===== src/rtl/skr_pkg.sv =====
// Shared types, constants and helpers for the split key state reconciler.
package skr_pkg;

    localparam int ROWS      = 4;
    localparam int COLS      = 12;
    localparam int MAP_BITS  = 48;
    localparam int MAP_IDX_W = $clog2(MAP_BITS);
    localparam int POS_W     = $clog2(ROWS * COLS + 1);
    localparam int CFG_IDX_W = 1;
    localparam int CFG_W     = 32;

    // input action codes
    localparam logic [1:0] ACT_KEY     = 2'd0;
    localparam logic [1:0] ACT_BEAT    = 2'd1;
    localparam logic [1:0] ACT_TIMEOUT = 2'd2;

    // result kinds
    localparam logic [1:0] KIND_KEY     = 2'd0;
    localparam logic [1:0] KIND_PRESS   = 2'd1;
    localparam logic [1:0] KIND_RELEASE = 2'd2;
    localparam logic [1:0] KIND_DONE    = 2'd3;

    // configuration register indexes
    localparam logic [CFG_IDX_W-1:0] REG_SIDE_ID      = 1'b0;
    localparam logic [CFG_IDX_W-1:0] REG_LINK_TIMEOUT = 1'b1;

    typedef struct packed {
        logic [1:0]          action;
        logic [3:0]          key_row;
        logic [3:0]          key_col;
        logic                key_down;
        logic [7:0]          event_seq;
        logic                retry_flag;
        logic [MAP_BITS-1:0] beat_map;
        logic [31:0]         time_now;
    } in_item_t;

    typedef struct packed {
        logic [1:0] kind;
        logic       changed;
        logic [3:0] out_row;
        logic [3:0] out_col;
        logic       out_side;
        logic       last;
    } out_item_t;

    typedef enum logic [1:0] {
        OP_KEY,
        OP_BEAT,
        OP_TIMEOUT
    } op_t;

    // classified command handed from the front to the back
    typedef struct packed {
        op_t                 op;
        logic                key_ok;
        logic [POS_W-1:0]    pos;
        logic                key_down;
        logic [7:0]          event_seq;
        logic                retry_flag;
        logic [MAP_BITS-1:0] beat_map;
        logic [31:0]         time_now;
    } cmd_t;

    function automatic logic [MAP_IDX_W-1:0] map_idx(input logic [POS_W-1:0] p);
        return MAP_IDX_W'(p);
    endfunction

endpackage


===== src/rtl/skr_front.sv =====
// Front end: takes input transactions, bounds-checks keys and builds commands.
module skr_front (
    input  logic             start,
    input  logic             busy,
    input  skr_pkg::in_item_t item,
    output logic             push,
    output skr_pkg::cmd_t    cmd
);
    import skr_pkg::*;

    logic             in_bounds;
    logic [POS_W-1:0] pos;

    assign in_bounds = (int'(item.key_row) < ROWS) && (int'(item.key_col) < COLS);
    // only meaningful when in bounds, where it fits POS_W
    assign pos = POS_W'(int'(item.key_row) * COLS + int'(item.key_col));

    always_comb
    begin
        cmd.key_ok     = in_bounds && (int'(pos) < MAP_BITS);
        cmd.pos        = pos;
        cmd.key_down   = item.key_down;
        cmd.event_seq  = item.event_seq;
        cmd.retry_flag = item.retry_flag;
        cmd.beat_map   = item.beat_map;
        cmd.time_now   = item.time_now;
        cmd.op         = OP_KEY;
        push           = 1'b0;
        case (item.action)
            ACT_KEY:
            begin
                cmd.op = OP_KEY;
                push   = start && !busy;
            end
            ACT_BEAT:
            begin
                cmd.op = OP_BEAT;
                push   = start && !busy;
            end
            ACT_TIMEOUT:
            begin
                cmd.op = OP_TIMEOUT;
                push   = start && !busy;
            end
            default:
            begin
                // unused action: accepted and dropped
                push = 1'b0;
            end
        endcase
    end

endmodule


===== src/rtl/skr_queue.sv =====
// Two-entry command queue between front and back.
module skr_queue (
    input  logic          clk,
    input  logic          rst_n,
    input  logic          push,
    input  skr_pkg::cmd_t push_cmd,
    input  logic          pop,
    output skr_pkg::cmd_t head,
    output logic          empty,
    output logic          full
);
    import skr_pkg::*;

    cmd_t       slot_reg [2];
    logic       wr_ptr_reg;
    logic       rd_ptr_reg;
    logic [1:0] count_reg;
    logic       do_push;
    logic       do_pop;

    assign empty   = (count_reg == 2'd0);
    assign full    = (count_reg == 2'd2);
    assign do_push = push && !full;
    assign do_pop  = pop && !empty;
    assign head    = slot_reg[rd_ptr_reg];

    always_ff @(posedge clk or negedge rst_n)
    begin
        if (!rst_n)
        begin
            wr_ptr_reg <= 1'b0;
            rd_ptr_reg <= 1'b0;
            count_reg  <= 2'd0;
        end
        else
        begin
            if (do_push)
                wr_ptr_reg <= !wr_ptr_reg;
            if (do_pop)
                rd_ptr_reg <= !rd_ptr_reg;
            if (do_push && !do_pop)
                count_reg <= count_reg + 2'd1;
            else if (do_pop && !do_push)
                count_reg <= count_reg - 2'd1;
        end
    end

    always_ff @(posedge clk)
    begin
        if (do_push)
            slot_reg[wr_ptr_reg] <= push_cmd;
    end

endmodule


===== src/rtl/skr_back.sv =====
// Back end: key map state, link tracking and the reconcile scan.
module skr_back (
    input  logic                         clk,
    input  logic                         rst_n,
    input  skr_pkg::cmd_t                head,
    input  logic                         empty,
    output logic                         pop,
    input  logic                         side_id,
    input  logic [31:0]                  link_timeout,
    output logic                         strobe,
    output skr_pkg::out_item_t           result
);
    import skr_pkg::*;

    typedef enum logic [1:0] {
        ST_IDLE,
        ST_SCAN,
        ST_DONE
    } state_t;

    state_t              state_reg, state_next;
    logic [MAP_BITS-1:0] held_reg, held_next;
    logic [MAP_BITS-1:0] want_reg, want_next;
    logic                seq_known_reg, seq_known_next;
    logic [7:0]          prior_seq_reg, prior_seq_next;
    logic [31:0]         beat_time_reg, beat_time_next;
    logic                link_alive_reg, link_alive_next;
    logic [3:0]          row_reg, row_next;
    logic [3:0]          col_reg, col_next;
    logic [POS_W-1:0]    pos_reg, pos_next;
    logic                strobe_reg, strobe_next;
    out_item_t           result_reg, result_next;

    logic [MAP_IDX_W-1:0] key_idx;
    logic [MAP_IDX_W-1:0] scan_idx;
    logic                 dup;
    logic [31:0]          elapsed;
    logic                 expired;
    logic                 scan_end;

    assign pop      = (state_reg == ST_IDLE) && !empty;
    assign key_idx  = map_idx(head.pos);
    assign scan_idx = map_idx(pos_reg);
    assign dup      = seq_known_reg && (head.event_seq == prior_seq_reg) && !head.retry_flag;
    assign elapsed  = head.time_now - beat_time_reg;
    assign expired  = link_alive_reg && (elapsed > link_timeout);
    assign scan_end = (row_reg == 4'(ROWS - 1)) && (col_reg == 4'(COLS - 1));

    always_comb
    begin
        state_next      = state_reg;
        held_next       = held_reg;
        want_next       = want_reg;
        seq_known_next  = seq_known_reg;
        prior_seq_next  = prior_seq_reg;
        beat_time_next  = beat_time_reg;
        link_alive_next = link_alive_reg;
        row_next        = row_reg;
        col_next        = col_reg;
        pos_next        = pos_reg;
        strobe_next     = 1'b0;
        result_next     = '0;

        case (state_reg)
            ST_IDLE:
            begin
                row_next = 4'd0;
                col_next = 4'd0;
                pos_next = '0;
                if (!empty)
                begin
                    case (head.op)
                        OP_KEY:
                        begin
                            strobe_next      = 1'b1;
                            result_next.kind = KIND_KEY;
                            result_next.last = 1'b1;
                            if (head.key_ok && !dup)
                            begin
                                prior_seq_next = head.event_seq;
                                seq_known_next = 1'b1;
                                if (held_reg[key_idx] != head.key_down)
                                begin
                                    held_next[key_idx] = head.key_down;
                                    result_next.changed = 1'b1;
                                end
                            end
                        end
                        OP_BEAT:
                        begin
                            want_next       = head.beat_map;
                            beat_time_next  = head.time_now;
                            link_alive_next = 1'b1;
                            state_next      = ST_SCAN;
                        end
                        OP_TIMEOUT:
                        begin
                            if (expired)
                            begin
                                want_next       = '0;
                                link_alive_next = 1'b0;
                                state_next      = ST_SCAN;
                            end
                            else
                            begin
                                strobe_next      = 1'b1;
                                result_next.kind = KIND_DONE;
                                result_next.last = 1'b1;
                            end
                        end
                        default:
                        begin
                            state_next = ST_IDLE;
                        end
                    endcase
                end
            end
            ST_SCAN:
            begin
                // one map position per cycle, row-major
                if ((int'(pos_reg) < MAP_BITS) && (want_reg[scan_idx] != held_reg[scan_idx]))
                begin
                    held_next[scan_idx]  = want_reg[scan_idx];
                    strobe_next          = 1'b1;
                    result_next.kind     = want_reg[scan_idx] ? KIND_PRESS : KIND_RELEASE;
                    result_next.out_row  = row_reg;
                    result_next.out_col  = col_reg;
                    result_next.out_side = side_id;
                end
                pos_next = pos_reg + POS_W'(1);
                if (scan_end)
                    state_next = ST_DONE;
                else if (col_reg == 4'(COLS - 1))
                begin
                    col_next = 4'd0;
                    row_next = row_reg + 4'd1;
                end
                else
                    col_next = col_reg + 4'd1;
            end
            ST_DONE:
            begin
                strobe_next      = 1'b1;
                result_next.kind = KIND_DONE;
                result_next.last = 1'b1;
                state_next       = ST_IDLE;
            end
            default:
            begin
                state_next = ST_IDLE;
            end
        endcase
    end

    always_ff @(posedge clk or negedge rst_n)
    begin
        if (!rst_n)
        begin
            state_reg      <= ST_IDLE;
            held_reg       <= '0;
            want_reg       <= '0;
            seq_known_reg  <= 1'b0;
            prior_seq_reg  <= 8'd0;
            beat_time_reg  <= 32'd0;
            link_alive_reg <= 1'b0;
            row_reg        <= 4'd0;
            col_reg        <= 4'd0;
            pos_reg        <= '0;
            strobe_reg     <= 1'b0;
            result_reg     <= '0;
        end
        else
        begin
            state_reg      <= state_next;
            held_reg       <= held_next;
            want_reg       <= want_next;
            seq_known_reg  <= seq_known_next;
            prior_seq_reg  <= prior_seq_next;
            beat_time_reg  <= beat_time_next;
            link_alive_reg <= link_alive_next;
            row_reg        <= row_next;
            col_reg        <= col_next;
            pos_reg        <= pos_next;
            strobe_reg     <= strobe_next;
            result_reg     <= result_next;
        end
    end

    assign strobe = strobe_reg;
    assign result = result_reg;

endmodule


===== src/rtl/split_key_state_reconciler_core.sv =====
// Top level of the split key state reconciler: config registers, front, queue, back.
//
//  channel  | signals                          | transfer
//  ---------+----------------------------------+-----------------------------------
//  input    | start, busy, item                | start && !busy at clk rise
//  result   | strobe, result                   | strobe high for one cycle, no stall
//  config   | cfg_we, cfg_index, cfg_data      | cfg_we at clk rise, no wait
//
// Key event: the command is queued, then the back end registers its result once idle.
// Heartbeat or expired timeout: a full map scan (one scan cycle per
// map position, set by the single-position compare in the back end), results
// during the scan, done at the end. Unexpired timeout: done straight from idle.
// Two commands queue in front of the back end; busy rises when both are taken.
// Reset clears the map, link state and queue at once; no clearing pass.
module split_key_state_reconciler_core (
    input  logic                               clk,
    input  logic                               rst_n,
    input  logic                               start,
    output logic                               busy,
    input  skr_pkg::in_item_t                  item,
    output logic                               strobe,
    output skr_pkg::out_item_t                 result,
    input  logic                               cfg_we,
    input  logic [skr_pkg::CFG_IDX_W-1:0]      cfg_index,
    input  logic [skr_pkg::CFG_W-1:0]          cfg_data
);
    import skr_pkg::*;

    logic        side_id_reg;
    logic [31:0] link_timeout_reg;
    logic        push;
    cmd_t        push_cmd;
    logic        pop;
    cmd_t        head;
    logic        empty;
    logic        full;

    always_ff @(posedge clk or negedge rst_n)
    begin
        if (!rst_n)
        begin
            side_id_reg      <= 1'b0;
            link_timeout_reg <= 32'd1000;
        end
        else if (cfg_we)
        begin
            case (cfg_index)
                REG_SIDE_ID:      side_id_reg      <= cfg_data[0];
                REG_LINK_TIMEOUT: link_timeout_reg <= cfg_data[31:0];
                default:          ;
            endcase
        end
    end

    assign busy = full;

    skr_front u_front (
        .start (start),
        .busy  (busy),
        .item  (item),
        .push  (push),
        .cmd   (push_cmd)
    );

    skr_queue u_queue (
        .clk      (clk),
        .rst_n    (rst_n),
        .push     (push),
        .push_cmd (push_cmd),
        .pop      (pop),
        .head     (head),
        .empty    (empty),
        .full     (full)
    );

    skr_back u_back (
        .clk          (clk),
        .rst_n        (rst_n),
        .head         (head),
        .empty        (empty),
        .pop          (pop),
        .side_id      (side_id_reg),
        .link_timeout (link_timeout_reg),
        .strobe       (strobe),
        .result       (result)
    );

endmodule


===== config.mk =====
export PLATFORM = sky130hd
export DESIGN_NAME = split_key_state_reconciler_core
export DESIGN_NICKNAME = d
export VERILOG_FILES = /design/src/rtl/skr_pkg.sv /design/src/rtl/skr_front.sv /design/src/rtl/skr_queue.sv /design/src/rtl/skr_back.sv /design/src/rtl/split_key_state_reconciler_core.sv
export SDC_FILE = /design/constraint.sdc
export NUM_CORES = 1
export LEC_CHECK = 0
export ABC_CLOCK_PERIOD_IN_PS = 10200
export BUFFER_PORTS_ARGS = -buffer_cell sky130_fd_sc_hd__buf_2
export CORE_ASPECT_RATIO = 1.25
export CORE_MARGIN = 2
export CORE_UTILIZATION = 30
export CTS_CLUSTER_SIZE = 16
export DETAILED_ROUTE_END_ITERATION = 12
export GPL_TIMING_DRIVEN = 0
export PLACE_DENSITY = 0.53
export SYNTH_ARGS = -nofsm -noshare
export SYNTH_HDL_FRONTEND = slang
export SYNTH_SLANG_ARGS = --single-unit

===== constraint.sdc =====
create_clock -name clk -period 10.2 [get_ports clk]
set_clock_uncertainty 0.15 [all_clocks]
set_input_delay 0.51 -clock clk [delete_from_list [all_inputs] [get_ports clk]]
set_output_delay 0.51 -clock clk [all_outputs]
set_load 0.02 [all_outputs]

---- After elaboration in Yosys (flattened, before gate mapping) ----
Memories as Yosys holds them, arrays and structs flattened.
Cells that the tools add are included.
storage, ports and cells
  memories ................................ 1
  bits in registers ....................... 205
  memory bits (writable) .................. 198
  output and inout bits ................... 15
cells by class
  bitwise logic cells ..................... 2
  $mul .................................... 1
  muxes and demuxes ....................... 58
  reduce and logical (&&, ||, !) cells .... 41
  $add $sub $neg .......................... 7
  equality and inequality tests ........... 23
  order comparisons ....................... 9
memories
  memory            words  width  read ports  clocked after memory_dff  write ports  line             text
  u_queue.slot_reg  2      99     1           0                         1            skr_queue.sv:14  cmd_t slot_reg [2];
operators by type and width
  cell                                                        number
  two-way mux 48 bit                                          6
  case mux 48 bit (2 select lines)                            2
  bitwise mux 48 bit                                          2
  > comparator 32 bit                                         1
  subtractor 32 bit                                           1
  binary-select mux 1 bit (select 6 bit)                      3
  two-way mux 2 bit                                           9
  two-way mux 9 bit                                           2
  logical AND 1 bit                                           16
  two-way mux 1 bit                                           16
  two-way mux 4 bit                                           4
  case mux 4 bit (2 select lines)                             2
  less-than comparator 6 x 7 -> 1 bit, second input constant  2
  demux 1 bit (select 6 bit)                                  2
  >= comparator 6 x 1 -> 1 bit, second input constant         2
  less-than comparator 6 bit, second input constant           2
  != test 2 bit, second input constant                        6
  case mux 2 bit (3 select lines)                             2
  case mux 6 bit (2 select lines)                             1
  AND reduction 4 bit                                         3
  adder 4 x 1 -> 4 bit, second input constant                 2
  equality test 2 bit, second input constant                  4
  equality test 8 bit                                         1
  logical NOT 1 bit                                           8
  other kinds (24)                                            42

---- Longest topological paths before layout ----
An unclocked memory read counts as a cell.
  word-level depth ........................ 11
  gate-level depth with buffers ........... 28
  mapped depth without buffers ............ 22

---- Cells and area by module ----
A second synthesis with hierarchy kept.
second synthesis, totals
  cell total of the unflattened synthesis .. 1,769
  area, all modules ....................... 21,861.0 µm²
modules (own cells, without submodules)
  module                           area each (µm²)  instances  cells each  sequential area each (µm²)
  skr_back                         11,726.2         1          1,253       4,204.0
  skr_queue                        7,840.0          1          327         6,045.8
  split_key_state_reconciler_core  1,395.1          1          71          833.3
  skr_front                        899.6            1          118         0.0

---- Worst setup path after synthesis ----
No wires, ideal clock.
  kind .................................... register to register
  from .................................... register u_queue.rd_ptr_reg
  to ...................................... register u_back.want_reg[46]
  path buffers ............................ 6
  setup slack ............................. 4.369 ns
  stages on the path, launching flop included .. 27
  data required time ...................... 9.918 ns
  arrival ................................. 5.549 ns
  period minus slack after synthesis ...... 5.831 ns
  setup time .............................. 0.132 ns
  cell sequence ........................... dfrtp_1 -> buf_6 -> buf_6 -> buf_2 -> buf_1 -> clkbuf_1 -> mux2i_1 -> ha_1 -> inv_1 -> fa_1 -> a21o_1 -> a21oi_1 -> o21ai_0 -> and3_1 -> o21ai_0 -> a21oi_1 -> nor2_1 -> nor4b_1 -> a311o_1 -> ha_1 -> nand4_1 -> nor4_1 -> o21ai_0 -> a221oi_1 -> o21bai_1 -> clkbuf_1 -> o2bb2ai_1
on the way
  cells in the longest elaborated chain, start to end .. 6
  elaborated cells on any way between the ends .. 10
ends and longest elaborated chain
  what                              line             text
  start, declared                   skr_queue.sv:16  logic rd_ptr_reg;
  start signal, assigned            skr_queue.sv:40  rd_ptr_reg <= !rd_ptr_reg;
  memory read (2 x 99 bit) *        --
  subtractor 32 bit                 skr_back.sv:45   assign elapsed = head.time_now - beat_time_reg;
  > comparator 32 bit               skr_back.sv:46   assign expired = link_alive_reg && (elapsed > link_timeout);
  logical AND 1 bit                 skr_back.sv:46
  != test 2 x 1 -> 1 bit (no line)  --
  AND reduction 4 bit (no line)     --
  end signal, assigned              skr_back.sv:176  want_reg <= want_next;
  end, declared                     skr_back.sv:23   logic [MAP_BITS-1:0] want_reg, want_next;
Mark *: on every way between the ends. The rest lies on a longest branch, timed or not.
A chain may end at the register's enable or synchronous reset.

---- Worst setup path after layout ----
  from .................................... register u_queue.rd_ptr_reg
  to ...................................... register u_back.state_reg[0]
on the way
  cells in the longest elaborated chain, start to end .. 6
  elaborated cells on any way between the ends .. 13
ends and longest elaborated chain
  what                              line             text
  memory read (2 x 99 bit) *        --
  subtractor 32 bit                 skr_back.sv:45
  > comparator 32 bit               skr_back.sv:46
  logical AND 1 bit                 skr_back.sv:46
  != test 3 x 2 -> 1 bit (no line)  --
  AND reduction 4 bit (no line)     --
  end signal, assigned              skr_back.sv:174  state_reg <= state_next;
  end, declared                     skr_back.sv:21   state_t state_reg, state_next;
Mark *: on every way between the ends. The rest lies on a longest branch, timed or not. The select of a mux whose other input is x is not followed.

==> qor.csv <==
metric;value;unit
status;finished, final reports clean;
cts_tree;yes;
cp_max_fo;10;
synth_most_common_cell;dfrtp_1;
core_area;67700;sq um
crit_path_end_kind;flop;
vias;15309;
synth_top_area_share;0.291;
n_antenna_cell;0;
routed.top_layer;met4;
rsz0062_at_grt;false;
syn_to_final_growth;24.6;%
sw_frac_of_total;0.415;
synth_area;20400;sq um
worst_slack;1.38;ns
combPwrFrac;0.485;
clk_pin_slew;0.06;ns
worstSkewPairLatency;0.63;ns
first_global_vias;16096;
cts_buffers;46;
ir_drop;0.156;mV
routedWlPerCell;21.8;um
syn_avg_cell_area;12.1;sq um
p_leak;10.3;nW
worst_pin_slew;1.40;ns
drive_gt1_frac;0.200;
synthXorXnorAreaFrac;0.0201;
p_total;8.42;mW
setup_viol;0;
synth_area_leaders;edfxtp_1, dfrtp_1, mux2_2, ha_1, mux2i_1;
drtPass1Iterations;5;
drv_slew;0;
totalNegativeSetupSlack;0;ns
synth_seq_cells;403;
viasPerCell;5.22;
dieHeight;296;um
internal-power;4.93;mW
antenna_found_initial;0;
grt_max_degree;96;
cts_sinks;403;
dp_cells;2724;
finalHoldViolations;0;
critPathKind;reg2reg;
largest_reg_flops;198;
fmax;113;MHz
drcViolationCount;0;
worst_ep_arrival_time;9.07;ns
die_w;237;um
start_util;0.302;
async_flop_share;0.509;
synth_fa_ha_area_frac;0.0489;
routabilityCongestion;0.947;
ys.flop_type;dfrtp_1;
max_slew_margin;0.0682;
utilization;0.376;
ant_nets;0;
hold-worst-slack;0.0256;ns
overflow;0;
synth_top_family_by_area;compound AO/OA/AOI/OAI gates;
finalInstanceArea;25500;sq um
hold_path.class;in2reg;
period_share;0.865;
crit_required;10.45;ns
port-buffer-count;151;
htreeDepth;2;
wl_met3;2980;um
yosysWarnings;0;
pwr-share-seq;0.290;
synth_top_area_cell;edfxtp_1;
die_area;70200;sq um
boundaryPins;152;
synthSimpleGateAreaFrac;0.0777;
root_buffer;clkbuf_16;
totalWireLength;63900;um
start_kind;flop;
nets;2238;
synth_compound_area_frac;0.158;
drt_first_iter_violations;1013;
switching_power;3.49;mW
synth_nets;1909;
route.layer.met1.wl;26700;um
grt_pass1_wl;97100;um
dp_slack;1.13;ns
placed_cell_area;22500;sq um
wl_met2;31800;um
maxCapViolations;0;
synthCells;1694;
rows;107;
finalCriticalPeriod;8.82;ns
dp_hpwl;46400;um
clockBufferDepth;3;
yosys-top-cells-count;dfrtp_1, edfxtp_1, mux2_2, inv_1, mux2i_1;
synth_edf_count;198;
ys_types;85;
clockPowerShare;0.225;
p_per_area;331;nW/um^2
muxShareOfSynthArea;0.113;
finalNonFillerCells;2933;
grt.total_usage;0.182;
ys_seq_area_frac;0.542;
[worst paths after layout]
check | startpoint | endpoint | slack, ns | depth (start not counted)
min in group asynchronous | rst_n | side_id_reg | 0.21 | 2
max reg2reg | u_queue.rd_ptr_reg | u_back.state_reg[0] | 1.38 | 25
max in group asynchronous | rst_n | u_back.prior_seq_reg[0] | 8.40 | 4
max | u_queue.rd_ptr_reg | u_back.state_reg[0] | 1.38 | 25
min reg2reg | u_back.seq_known_reg | u_back.seq_known_reg | 0.31 | 1
min | cfg_data[24] | link_timeout_reg[24] | 0.03 | 2
[power by group through the flow]
stage | sequential [mW] | combinational, mW | clock (mW)
after floorplan | 2.40 | 2.79 | 0
after global placement | 2.50 | 3.96 | 0
after detailed placement | 2.47 | 4.04 | 0
after CTS | 2.44 | 4.10 | 1.94
after global routing | 2.49 | 4.50 | 2.01
final | 2.45 | 4.08 | 1.89
[kinds of logic (layout without fill, tap and decap cells)]
kind of cell | after synthesis | count (layout)
compound gates | 467 | 467
flops | 403 | 403
simple gates | 307 | 307
mux | 205 | 205
buf+inv | 188 | 555
fa+ha+maj | 78 | 78
xor+xnor | 46 | 46
[routing by layer]
metal | vias to the layer above | GRT usage
li1 | 7100 | -
met1 | 7580 | 0.222
met2 | 508 | 0.325
met3 | 121 | 0.0279
met4 | 0 | 0.0698
met5 | - | 0
[layout by cell type (no fill, tap or decap), types with 51 or more instances in the layout]
master,instances
dlygate4sd3_1,123
a21oi_1,66
inv_1,91
o2bb2ai_1,51
buf_2,165
edfxtp_1,198
a31oi_1,84
nor2_1,56
mux2_2,104
clkbuf_1,55
nand2_1,81
mux2i_1,88
ha_1,75
o21ai_0,64
dfrtp_1,199
[area by class of cell]
cell class	instances	area [sq um]
plain buffers	96	473
clock buffers	55	1280
clock inverters	31	489
fillers	6524	42300
inverters	92	345
multi-input cells	1103	8550
flip-flops and latches	403	11100
well taps	872	1090
repair buffers	281	2170
[critical path, stage by stage, from the launching register on]
cell and delay, ns:
dfrtp_1 0.36, buf_6 0.16, buf_6 0.15, buf_2 0.38, buf_1 0.53, clkbuf_1 0.83
mux2i_1 0.33, ha_1 0.19, inv_1 0.05, fa_1 0.40, a21o_1 0.18, a21oi_1 0.27
o21ai_0 0.25, and3_1 0.29, o21ai_0 0.39, a21oi_1 0.17, o21ai_0 0.29, o21ai_0 0.16
xor2_1 0.16, ha_1 0.31, nand4_1 0.19, nor4_1 0.71, a221oi_1 0.32, o21bai_1 0.70
clkbuf_1 0.54, o22ai_1 0.15
[timing repair]
action                    in CTS  in global routing
hold buffers                 123                  0
setup buffers                  0                  0
hold endpoints to repair     249                  0
resized for setup              0                  0
Power figures use the tool's default switching activity.
